===== config.mk =====
export PLATFORM = sky130hd
export DESIGN_NAME = av_pair_mic_flag_editor
export DESIGN_NICKNAME = d
export VERILOG_FILES = /design/src/rtl/core/avpme_pkg.sv /design/src/rtl/core/avpme_front.sv /design/src/rtl/core/avpme_queue.sv /design/src/rtl/core/avpme_back.sv /design/src/rtl/core/av_pair_mic_flag_editor.sv
export SDC_FILE = /design/constraint.sdc
export NUM_CORES = 1
export LEC_CHECK = 0
export BUFFER_PORTS_ARGS = -buffer_cell sky130_fd_sc_hd__buf_2
export CAP_MARGIN = 20
export CELL_PAD_IN_SITES_DETAIL_PLACEMENT = 0
export CELL_PAD_IN_SITES_GLOBAL_PLACEMENT = 1
export CORE_ASPECT_RATIO = 1.2
export CORE_MARGIN = 3
export CORE_UTILIZATION = 54
export CTS_CLUSTER_SIZE = 40
export DETAILED_ROUTE_END_ITERATION = 7
export PLACE_DENSITY_LB_ADDON = 0.1
export SYNTH_ARGS = -nofsm -noshare
export SYNTH_HDL_FRONTEND = slang
export SYNTH_SLANG_ARGS = --single-unit

===== constraint.sdc =====
create_clock -name i_clk -period 12.69 [get_ports i_clk]
set_input_delay 0 -clock i_clk [delete_from_list [all_inputs] [get_ports i_clk]]
set_output_delay 0 -clock i_clk [all_outputs]
set_load 0.02 [all_outputs]

===== src/rtl/core/avpme_pkg.sv =====
`timescale 1ns / 1ps
package avpme_pkg;

    localparam int unsigned MAX_LIST_BYTES_DEF = 1024;
    localparam int unsigned QUEUE_DEPTH_DEF    = 4;

    localparam int unsigned CAP_W = 11;
    localparam int unsigned LEN_W = 11;

    localparam logic [CAP_W-1:0] CAP_RESET = 11'd1032;

    localparam logic [15:0] ID_END    = 16'h0000;
    localparam logic [15:0] ID_FLAGS  = 16'h0006;
    localparam logic [15:0] LEN_FLAGS = 16'h0004;
    localparam logic [7:0]  MIC_BIT   = 8'h02;

    localparam logic [7:0] PAIR_ID_LO  = 8'h06;
    localparam logic [7:0] PAIR_LEN_LO = 8'h04;
    localparam logic [7:0] PAIR_FLAGS  = 8'h02;

    localparam logic [2:0] PAIR_IDX_ID    = 3'd0;
    localparam logic [2:0] PAIR_IDX_LEN   = 3'd2;
    localparam logic [2:0] PAIR_IDX_FLAGS = 3'd4;
    localparam logic [2:0] PAIR_IDX_LAST  = 3'd7;

    // one request from front to back: everything a single input byte emits
    typedef struct packed {
        logic             pop_en;
        logic [7:0]       pop_byte;
        logic             pair_mid;
        logic [2:0]       flush_cnt;
        logic [3:0][7:0]  flush_bytes;
        logic             pair_tail;
        logic             fin;
        logic             status;
        logic [LEN_W-1:0] length;
        logic             inserted;
    } t_cmd;

    function automatic logic [7:0] pair_byte(logic [2:0] idx);
        logic [7:0] b;
        case (idx)
            PAIR_IDX_ID:    b = PAIR_ID_LO;
            PAIR_IDX_LEN:   b = PAIR_LEN_LO;
            PAIR_IDX_FLAGS: b = PAIR_FLAGS;
            default:        b = 8'h00;
        endcase
        return b;
    endfunction

endpackage


===== src/rtl/core/avpme_front.sv =====
`timescale 1ns / 1ps
module avpme_front #(
    parameter int unsigned MAX_LIST_BYTES = avpme_pkg::MAX_LIST_BYTES_DEF
) (
    input  logic                         i_clk,
    input  logic                         i_rst_n,
    input  logic                         i_valid,
    output logic                         o_ready,
    input  logic [7:0]                   i_byte,
    input  logic                         i_first,
    input  logic                         i_final,
    input  logic [avpme_pkg::CAP_W-1:0]  i_capacity,
    input  logic                         i_q_ready,
    output logic                         o_q_push,
    output avpme_pkg::t_cmd              o_q_cmd
);
    import avpme_pkg::*;

    localparam int unsigned BP_W  = $clog2(MAX_LIST_BYTES + 2);
    localparam int unsigned TOT_W = (BP_W + 1 > LEN_W) ? BP_W + 1 : LEN_W;
    localparam logic [BP_W-1:0] MAX_BP = BP_W'(MAX_LIST_BYTES);

    typedef enum logic [1:0] {
        WK_HEADER,
        WK_VALUE,
        WK_DONE
    } t_walk;

    logic [3:0][7:0] r_win;
    logic [2:0]      r_fill;
    t_walk           r_phase;
    logic [15:0]     r_vbl;
    logic            r_pending;
    logic            r_found;
    logic            r_done;
    logic [BP_W-1:0] r_bp;

    logic [3:0][7:0] e_win,     n_win;
    logic [2:0]      e_fill,    n_fill;
    t_walk           e_phase,   n_phase;
    logic [15:0]     e_vbl,     n_vbl;
    logic            e_pending, n_pending;
    logic            e_found,   n_found;
    logic            e_done,    n_done;
    logic [BP_W-1:0] e_bp,      n_bp;

    logic             accept;
    logic             pop;
    logic             mid;
    logic [15:0]      id;
    logic [15:0]      len;
    logic [TOT_W-1:0] total;
    logic             err;

    assign o_ready = i_q_ready;
    assign accept  = i_valid && i_q_ready;

    always_comb begin
        if (i_first) begin
            e_win     = '0;
            e_fill    = '0;
            e_phase   = WK_HEADER;
            e_vbl     = '0;
            e_pending = 1'b0;
            e_found   = 1'b0;
            e_done    = 1'b0;
            e_bp      = '0;
        end else begin
            e_win     = r_win;
            e_fill    = r_fill;
            e_phase   = r_phase;
            e_vbl     = r_vbl;
            e_pending = r_pending;
            e_found   = r_found;
            e_done    = r_done;
            e_bp      = r_bp;
        end

        pop = e_fill[2];
        n_win = e_win;
        if (pop) begin
            n_win = {i_byte, e_win[3], e_win[2], e_win[1]};
            n_fill = 3'd4;
        end else begin
            n_win[e_fill[1:0]] = i_byte;
            n_fill = e_fill + 3'd1;
        end
        n_bp = (e_bp <= MAX_BP) ? e_bp + BP_W'(1) : e_bp;

        id  = {n_win[1], n_win[0]};
        len = {n_win[3], n_win[2]};

        n_phase   = e_phase;
        n_vbl     = e_vbl;
        n_pending = e_pending;
        n_found   = e_found;
        n_done    = e_done;
        mid       = 1'b0;

        unique case (e_phase)
            WK_HEADER: begin
                if (e_vbl == 16'd3) begin
                    n_vbl = '0;
                    if (id == ID_END) begin
                        n_phase = WK_DONE;
                        n_done  = 1'b1;
                        mid     = !e_found;
                    end else if (len != 16'd0) begin
                        n_pending = (id == ID_FLAGS) && (len == LEN_FLAGS);
                        n_phase   = WK_VALUE;
                        n_vbl     = len;
                    end else begin
                        n_pending = 1'b0;
                    end
                end else begin
                    n_vbl = e_vbl + 16'd1;
                end
            end
            WK_VALUE: begin
                n_vbl = e_vbl - 16'd1;
                if (e_vbl == 16'd1) begin
                    if (e_pending) begin
                        n_win[0]  = n_win[0] | MIC_BIT;
                        n_found   = 1'b1;
                        n_pending = 1'b0;
                    end
                    n_phase = WK_HEADER;
                end
            end
            WK_DONE: begin
            end
            default: begin
            end
        endcase

        total = TOT_W'(n_bp) + (n_found ? TOT_W'(0) : TOT_W'(8));
        err   = (n_bp > MAX_BP) || (total > TOT_W'(i_capacity));

        o_q_cmd.pop_en      = pop;
        o_q_cmd.pop_byte    = e_win[0];
        o_q_cmd.pair_mid    = mid;
        o_q_cmd.flush_cnt   = i_final ? n_fill : 3'd0;
        o_q_cmd.flush_bytes = n_win;
        o_q_cmd.pair_tail   = i_final && !n_done && !n_found;
        o_q_cmd.fin         = i_final;
        o_q_cmd.status      = err;
        o_q_cmd.length      = err ? '0 : total[LEN_W-1:0];
        o_q_cmd.inserted    = !err && !n_found;

        o_q_push = accept && (pop || mid || i_final);
    end

    always_ff @(posedge i_clk) begin
        if (!i_rst_n || (accept && i_final)) begin
            r_win     <= '0;
            r_fill    <= '0;
            r_phase   <= WK_HEADER;
            r_vbl     <= '0;
            r_pending <= 1'b0;
            r_found   <= 1'b0;
            r_done    <= 1'b0;
            r_bp      <= '0;
        end else if (accept) begin
            r_win     <= n_win;
            r_fill    <= n_fill;
            r_phase   <= n_phase;
            r_vbl     <= n_vbl;
            r_pending <= n_pending;
            r_found   <= n_found;
            r_done    <= n_done;
            r_bp      <= n_bp;
        end
    end

endmodule


===== src/rtl/core/avpme_queue.sv =====
`timescale 1ns / 1ps
module avpme_queue #(
    parameter int unsigned DEPTH = avpme_pkg::QUEUE_DEPTH_DEF
) (
    input  logic            i_clk,
    input  logic            i_rst_n,
    input  logic            i_push,
    input  avpme_pkg::t_cmd i_data,
    output logic            o_ready,
    output logic            o_valid,
    output avpme_pkg::t_cmd o_data,
    input  logic            i_pop
);
    import avpme_pkg::*;

    localparam int unsigned IDX_W = $clog2(DEPTH);
    localparam int unsigned CNT_W = $clog2(DEPTH + 1);
    localparam logic [IDX_W-1:0] LAST_IDX = IDX_W'(DEPTH - 1);
    localparam logic [CNT_W-1:0] FULL_CNT = CNT_W'(DEPTH);

    t_cmd             r_mem [DEPTH];
    logic [IDX_W-1:0] r_wp;
    logic [IDX_W-1:0] r_rp;
    logic [CNT_W-1:0] r_cnt;

    logic do_push;
    logic do_pop;

    assign o_ready = (r_cnt != FULL_CNT);
    assign o_valid = (r_cnt != '0);
    assign o_data  = r_mem[r_rp];
    assign do_push = i_push && o_ready;
    assign do_pop  = i_pop && o_valid;

    always_ff @(posedge i_clk) begin
        if (do_push) begin
            r_mem[r_wp] <= i_data;
        end
    end

    always_ff @(posedge i_clk) begin
        if (!i_rst_n) begin
            r_wp  <= '0;
            r_rp  <= '0;
            r_cnt <= '0;
        end else begin
            if (do_push) begin
                r_wp <= (r_wp == LAST_IDX) ? '0 : r_wp + IDX_W'(1);
            end
            if (do_pop) begin
                r_rp <= (r_rp == LAST_IDX) ? '0 : r_rp + IDX_W'(1);
            end
            if (do_push && !do_pop) begin
                r_cnt <= r_cnt + CNT_W'(1);
            end else if (do_pop && !do_push) begin
                r_cnt <= r_cnt - CNT_W'(1);
            end
        end
    end

endmodule


===== src/rtl/core/avpme_back.sv =====
`timescale 1ns / 1ps
module avpme_back (
    input  logic                        i_clk,
    input  logic                        i_rst_n,
    input  logic                        i_q_valid,
    input  avpme_pkg::t_cmd             i_q_cmd,
    output logic                        o_q_pop,
    output logic                        o_valid,
    input  logic                        i_ready,
    output logic [7:0]                  o_byte,
    output logic                        o_end,
    output logic                        o_status,
    output logic [avpme_pkg::LEN_W-1:0] o_length,
    output logic                        o_inserted
);
    import avpme_pkg::*;

    typedef enum logic [1:0] {
        PH_POP,
        PH_MID,
        PH_FLUSH,
        PH_TAIL
    } t_ph;

    logic             r_busy;
    t_ph              r_ph;
    logic [2:0]       r_idx;
    t_cmd             r_cur;
    logic             r_out_valid;
    logic [7:0]       r_out_byte;
    logic             r_out_end;
    logic             r_out_status;
    logic [LEN_W-1:0] r_out_len;
    logic             r_out_ins;

    logic             n_busy;
    t_ph              n_ph;
    logic [2:0]       n_idx;
    t_cmd             n_cur;

    logic [3:0] en_cur;
    logic [3:0] en_head;
    logic [3:0] later;
    logic       has_later;
    logic       phase_end;
    logic       last_elem;
    logic       out_free;
    logic       adv;
    logic       load;
    logic [7:0] elem_byte;
    logic       elem_end;

    function automatic t_ph first_ph(logic [3:0] v);
        t_ph p;
        if (v[0]) begin
            p = PH_POP;
        end else if (v[1]) begin
            p = PH_MID;
        end else if (v[2]) begin
            p = PH_FLUSH;
        end else begin
            p = PH_TAIL;
        end
        return p;
    endfunction

    always_comb begin
        en_cur  = {r_cur.pair_tail, (r_cur.flush_cnt != 3'd0), r_cur.pair_mid, r_cur.pop_en};
        en_head = {i_q_cmd.pair_tail, (i_q_cmd.flush_cnt != 3'd0), i_q_cmd.pair_mid,
                   i_q_cmd.pop_en};
        later     = en_cur & (4'b1110 << r_ph);
        has_later = |later;

        unique case (r_ph)
            PH_POP: begin
                phase_end = 1'b1;
                elem_byte = r_cur.pop_byte;
            end
            PH_MID, PH_TAIL: begin
                phase_end = (r_idx == PAIR_IDX_LAST);
                elem_byte = pair_byte(r_idx);
            end
            PH_FLUSH: begin
                phase_end = (r_idx == r_cur.flush_cnt - 3'd1);
                elem_byte = r_cur.flush_bytes[r_idx[1:0]];
            end
        endcase

        last_elem = phase_end && !has_later;
        elem_end  = last_elem && r_cur.fin;
        out_free  = !r_out_valid || i_ready;
        adv       = r_busy && out_free;
        load      = i_q_valid && (!r_busy || (adv && last_elem));
        o_q_pop   = load;

        n_busy = r_busy;
        n_ph   = r_ph;
        n_idx  = r_idx;
        n_cur  = r_cur;
        if (load) begin
            n_busy = 1'b1;
            n_cur  = i_q_cmd;
            n_ph   = first_ph(en_head);
            n_idx  = '0;
        end else if (adv && last_elem) begin
            n_busy = 1'b0;
        end else if (adv) begin
            if (phase_end) begin
                n_ph  = first_ph(later);
                n_idx = '0;
            end else begin
                n_idx = r_idx + 3'd1;
            end
        end
    end

    always_ff @(posedge i_clk) begin
        if (!i_rst_n) begin
            r_busy      <= 1'b0;
            r_ph        <= PH_POP;
            r_idx       <= '0;
            r_out_valid <= 1'b0;
        end else begin
            r_busy <= n_busy;
            r_ph   <= n_ph;
            r_idx  <= n_idx;
            r_cur  <= n_cur;
            if (out_free) begin
                r_out_valid  <= r_busy;
                r_out_byte   <= elem_byte;
                r_out_end    <= elem_end;
                r_out_status <= elem_end && r_cur.status;
                r_out_len    <= elem_end ? r_cur.length : '0;
                r_out_ins    <= elem_end && r_cur.inserted;
            end
        end
    end

    assign o_valid    = r_out_valid;
    assign o_byte     = r_out_byte;
    assign o_end      = r_out_end;
    assign o_status   = r_out_status;
    assign o_length   = r_out_len;
    assign o_inserted = r_out_ins;

endmodule


===== src/rtl/core/av_pair_mic_flag_editor.sv =====
`timescale 1ns / 1ps
// attribute-list editor: sets the mic bit in every complete flags pair and
// inserts a flags pair when the list has none
// s_axis: one raw list byte per request, tuser marks the first byte of a list,
//   tlast its last byte
// m_axis: one edited byte per request, tlast on the final byte of the list,
//   which also carries status, pair-inserted flag and total edited length
// apb: one register at address 0, the output capacity in bytes
// a byte leaves once four later bytes have arrived, or at the list's end;
//   it then goes through the command queue and the back-end registers
// one byte per cycle in while the queue has room, out while m_axis_tready
//   is high; the back-end sequencer emits an inserted pair as 8 bytes
//   and the end-of-list flush as up to 4; the queue absorbs those bursts
// reset sets the capacity to 1032 and clears the parser, the command queue
//   and the output register
// when m_axis_tready is low the output register holds, the command queue
//   fills, and s_axis_tready drops once it is full
module av_pair_mic_flag_editor #(
    parameter int unsigned MAX_LIST_BYTES = avpme_pkg::MAX_LIST_BYTES_DEF,
    parameter int unsigned QUEUE_DEPTH    = avpme_pkg::QUEUE_DEPTH_DEF
) (
    input  logic        i_clk,
    input  logic        i_rst_n,
    input  logic        s_axis_tvalid,
    output logic        s_axis_tready,
    input  logic [7:0]  s_axis_tdata,   // in_byte
    input  logic [0:0]  s_axis_tuser,   // in_first
    input  logic        s_axis_tlast,
    output logic        m_axis_tvalid,
    input  logic        m_axis_tready,
    output logic [23:0] m_axis_tdata,   // out_byte, out_length, zero pad
    output logic [1:0]  m_axis_tuser,   // status, pair_inserted
    output logic        m_axis_tlast,
    input  logic        psel,
    input  logic        penable,
    input  logic        pwrite,
    input  logic [2:0]  paddr,
    input  logic [31:0] pwdata,
    output logic [31:0] prdata,
    output logic        pready
);
    import avpme_pkg::*;

    logic [CAP_W-1:0] r_out_capacity;

    logic       q_push;
    logic       q_ready;
    logic       q_valid;
    logic       q_pop;
    t_cmd       q_in;
    t_cmd       q_out;

    logic [7:0]       out_byte;
    logic [LEN_W-1:0] out_len;
    logic             out_status;
    logic             out_ins;

    assign pready = 1'b1;
    assign prdata = (paddr[2] == 1'b0) ? {{(32 - CAP_W){1'b0}}, r_out_capacity} : 32'd0;

    always_ff @(posedge i_clk) begin
        if (!i_rst_n) begin
            r_out_capacity <= CAP_RESET;
        end else if (psel && penable && pwrite && pready && (paddr[2] == 1'b0)) begin
            r_out_capacity <= pwdata[CAP_W-1:0];
        end
    end

    avpme_front #(
        .MAX_LIST_BYTES (MAX_LIST_BYTES)
    ) u_front (
        .i_clk      (i_clk),
        .i_rst_n    (i_rst_n),
        .i_valid    (s_axis_tvalid),
        .o_ready    (s_axis_tready),
        .i_byte     (s_axis_tdata),
        .i_first    (s_axis_tuser[0]),
        .i_final    (s_axis_tlast),
        .i_capacity (r_out_capacity),
        .i_q_ready  (q_ready),
        .o_q_push   (q_push),
        .o_q_cmd    (q_in)
    );

    avpme_queue #(
        .DEPTH (QUEUE_DEPTH)
    ) u_queue (
        .i_clk   (i_clk),
        .i_rst_n (i_rst_n),
        .i_push  (q_push),
        .i_data  (q_in),
        .o_ready (q_ready),
        .o_valid (q_valid),
        .o_data  (q_out),
        .i_pop   (q_pop)
    );

    avpme_back u_back (
        .i_clk      (i_clk),
        .i_rst_n    (i_rst_n),
        .i_q_valid  (q_valid),
        .i_q_cmd    (q_out),
        .o_q_pop    (q_pop),
        .o_valid    (m_axis_tvalid),
        .i_ready    (m_axis_tready),
        .o_byte     (out_byte),
        .o_end      (m_axis_tlast),
        .o_status   (out_status),
        .o_length   (out_len),
        .o_inserted (out_ins)
    );

    assign m_axis_tdata = {{(24 - 8 - LEN_W){1'b0}}, out_len, out_byte};
    assign m_axis_tuser = {out_ins, out_status};

endmodule


==> results by group <==
Placed design
  • Gpl congestion: 0.846
  • Area after DPL: 0.0189 mm²
  • Final HPWL DP: 25500 µm
  • Placed insts: 1852
  • PortBufs: 63

Synth
  • Register area share after synthesis: 63.0%
  • Top FF cell, synth: edfxtp_1
  • Syn avg cell area: 13.1 µm²
  • Yosys reg bits: 415
  • Warnings, synthesis: 0
  • EDFF count, synth: 321
  • Most common cell in the synthesized netlist: edfxtp_1
  • Library cells used by synthesis: 66
  • Synth top area cells: edfxtp_1, dfxtp_1, mux4_2
  • Ys async rst share: 0%
  • Post-Syn Instances: 1400
  • Post-Syn Area: 0.0183 mm²
  • Post-synth top area cell: edfxtp_1
  • Most frequent cells after synthesis: edfxtp_1, nor2_1, nand2_1
  • Post-synth top area share: 52.7%

Worst hold path
  • Hold Path Depth: 5
  • Endpoint, Worst Hold: u_front.r_win[31]
  • Hold Path Class: input pin to flip-flop
  • Worst Hold Launch: s_axis_tdata[7]

Global route
  • Largest net degree at the start of global routing: 65
  • Number of global-route vias before repair: 11.4k
  • GRT Util Overall: 22.5%
  • First-pass GRT wire length: 64200 µm
  • Overflow after GRT: 0
  • Antenna violations before repair: 2

Timing
  • Setup-failing EPs final: 0
  • Slew headroom: 22.0%
  • RSZ-0062 raised after global routing: false
  • Worst Clk Skew: 0.0190 ns
  • Setup TNS: 0 ns
  • Slew of the pin with the lowest slew margin: 1.16 ns
  • Final hold slack: 0.0259 ns
  • Tcrit/Tclk final: 40.7%
  • Min Tclk post-route: 5.16 ns
  • Final hold vios: 0
  • Fmax: 194 MHz
  • Fin. max-slew vios: 0

Setup path
  • CP max FO: 16
  • Critical Path Start: u_front.r_phase[0]
  • Worst EP required: 12.98 ns
  • Critical setup path kind: flip-flop to flip-flop
  • Arrival time at the worst endpoint: 5.45 ns
  • CP Launch Type: flip-flop
  • Crit end category: flip-flop
  • R2R Setup Slk: 7.53 ns
  • FF-to-FF End: u_queue.r_mem[0][11]
  • Cell depth of the worst flop-to-flop path: 18
  • Reg2Reg Launch Point: u_front.r_phase[0]

Floorplan
  • Ports: 114
  • Die width: 174 µm
  • Cell Rows: 73
  • Die area: 0.0361 mm²
  • Starting Density: 55.0%
  • Core area: 0.0332 mm²
  • Die Ht: 208 µm

CTS
  • CTS sink count: 415
  • CTS tree: yes
  • # resized after CTS: 0
  • Clk_lat worst skew: 0.55 ns
  • H-tree depth: 2
  • Worst-path clk slew: 0.07 ns
  • Hold-fix buffers, CTS: 22
  • CTS Buf Count: 42
  • Postcts setup bufs: 0
  • Root Buffer: clkbuf_16
  • Max clock buf depth: 3

Detailed routing
  • Via count: 11.4k
  • Routed Antenna Nets: 0
  • Via density: 5.85
  • DRC: 0
  • DRT iter0 DRCs: 718
  • WL final: 40600 µm
  • Avg WL per Cell: 20.8 µm
  • First-pass detailed-route iteration total: 7

Status
  • Status: completed

Power and ir drop
  • Static Leak: 7.13 nW
  • P per Cell Area: 187 mW/mm²
  • Worst vdd ir: 114 µV

Final layout
  • Final core utilization: 62.1%
  • Synth-to-layout area growth: 12.8%
  • Finished Layout Cells: 1954
  • Final instance area: 0.0206 mm²
  • Layout cell share with drive strength beyond 1: 15.6%
  • Nets: 1553
  • # fillers: 2571

Run
  • Max-Cap Viols: 0
## per-stage QoR
stage / setup slack [ns] / total power, mW
floorplan: 7.51 / 2.36
global placement: 7.28 / 2.55
global route: 7.11 / 4.03
detailed placement: 7.35 / 2.57
finish: 7.53 / 3.86
CTS: 7.54 / 3.89
## state kept, by name, summed over array words and instances, names as in the netlist, 2 cells and up, named ones only
signal / count
r_out_capacity: 11
u_back.en_cur: 2
u_back.o_byte: 8
u_back.o_length: 11
u_back.r_cur: 57
u_back.r_idx: 3
u_back.r_ph: 2
u_front.r_bp: 11
u_front.r_fill: 3
u_front.r_phase: 2
u_front.r_vbl: 16
u_front.r_win: 32
u_queue.r_cnt: 3
u_queue.r_mem: 240
u_queue.r_rp: 2
u_queue.r_wp: 2
## critical path, stage by stage (launching register included)
cell       delay [ns]
dfxtp_1          0.64
nand2_1          0.26
nor2_1           0.72
nand3_1          0.35
nand2_1          0.25
inv_1            0.09
ha_1             0.20
ha_1             0.23
nor4b_1          0.17
xor2_1           0.26
ha_1             0.29
nand2_1          0.08
nor2_1           0.04
a2111oi_0        0.33
o21ai_0          0.16
a21oi_1          0.16
o2bb2ai_1        0.08
buf_4            0.19
nor2b_1          0.38
## cell families (layout without fill, tap and decap cells)
| logic type | count (synthesis) | in the layout | synth area share (%) |
|---|---|---|---|
| AO/OA/AOI/OAI | 265 | 265 | 9.38 |
| XOR/XNOR | 26 | 26 | 1.24 |
| adder cells (fa/ha/maj) | 32 | 32 | 2.23 |
| buffers and inverters | 163 | 241 | 4.01 |
| flip-flops | 415 | 415 | 63.0 |
| multiplexers | 88 | 88 | 9.47 |
| other | 2 | 28 | 0.0410 |
| AND/OR/NAND/NOR | 409 | 409 | 10.7 |
## worst max-delay path by stage
stage / slack, ns / end / cells after the start
finish: 7.53 / u_queue.r_mem[0][11] / 18
floorplan: 7.51 / u_queue.r_mem[0][0] / 18
global placement: 7.28 / u_queue.r_mem[0][45] / 14
global route: 7.11 / u_queue.r_mem[0][11] / 18
detailed placement: 7.35 / u_queue.r_mem[0][45] / 14
CTS: 7.54 / u_queue.r_mem[0][11] / 18
## layer usage
| layer | GRT usage, % | part of all wire [%] | vias to the layer above |
|---|---|---|---|
| met5 | 0 | 0.032 | - |
| met4 | 6.19 | 2.1 | 2 |
| met3 | 3.04 | 5.0 | 65 |
| met2 | 37.2 | 49 | 336 |
| met1 | 31.6 | 44 | 5644 |
| li1 | - | - | 5375 |
## cell type report
| class | instances | area, µm² | area share, % |
|---|---|---|---|
| Clock buffer | 49 | 1110 | 5.37 |
| Timing Repair Buffer | 107 | 704 | 3.41 |
| Inverter | 56 | 210 | 1.02 |
| Sequential cell | 415 | 11500 | 55.8 |
| Antenna cell | 1 | 2.50 | 0.0121 |
| Tap cell | 450 | 563 | 2.73 |
| Multi-Input combinational cell | 847 | 6150 | 29.8 |
| Clock inverter | 29 | 375 | 1.82 |
## power by group
part           switching [mW]  total, mW  internal, mW  leakage, nW
clock network           0.517       1.31         0.795        0.722
logic                   0.428      0.760         0.332         2.67
registers               0.107       1.78          1.68         3.73
## cell usage in the layout (no fill, tap or decap), types with 16 or more instances in the layout
cell type      Yosys  routed
mux4_2            68      68
nor2_1           129     127
mux2i_1           19      19
ha_1              31      31
nand2_1          106     105
and2_1            25      20
buf_4             29      21
clkbuf_16          0      43
buf_2              5      63
edfxtp_1         321     321
dfxtp_1           94      92
nor4_1            16      16
inv_1             56      56
dlygate4sd3_1      0      22
a22oi_1           24      24
o21ai_0           53      53
a21oi_1           84      84
nor3_1            25      25
nor2b_1           27      27
nand3_1           24      24
conb_1             2      27
a211oi_1          19      19
No activity file was read; power rests on OpenSTA's default activity.
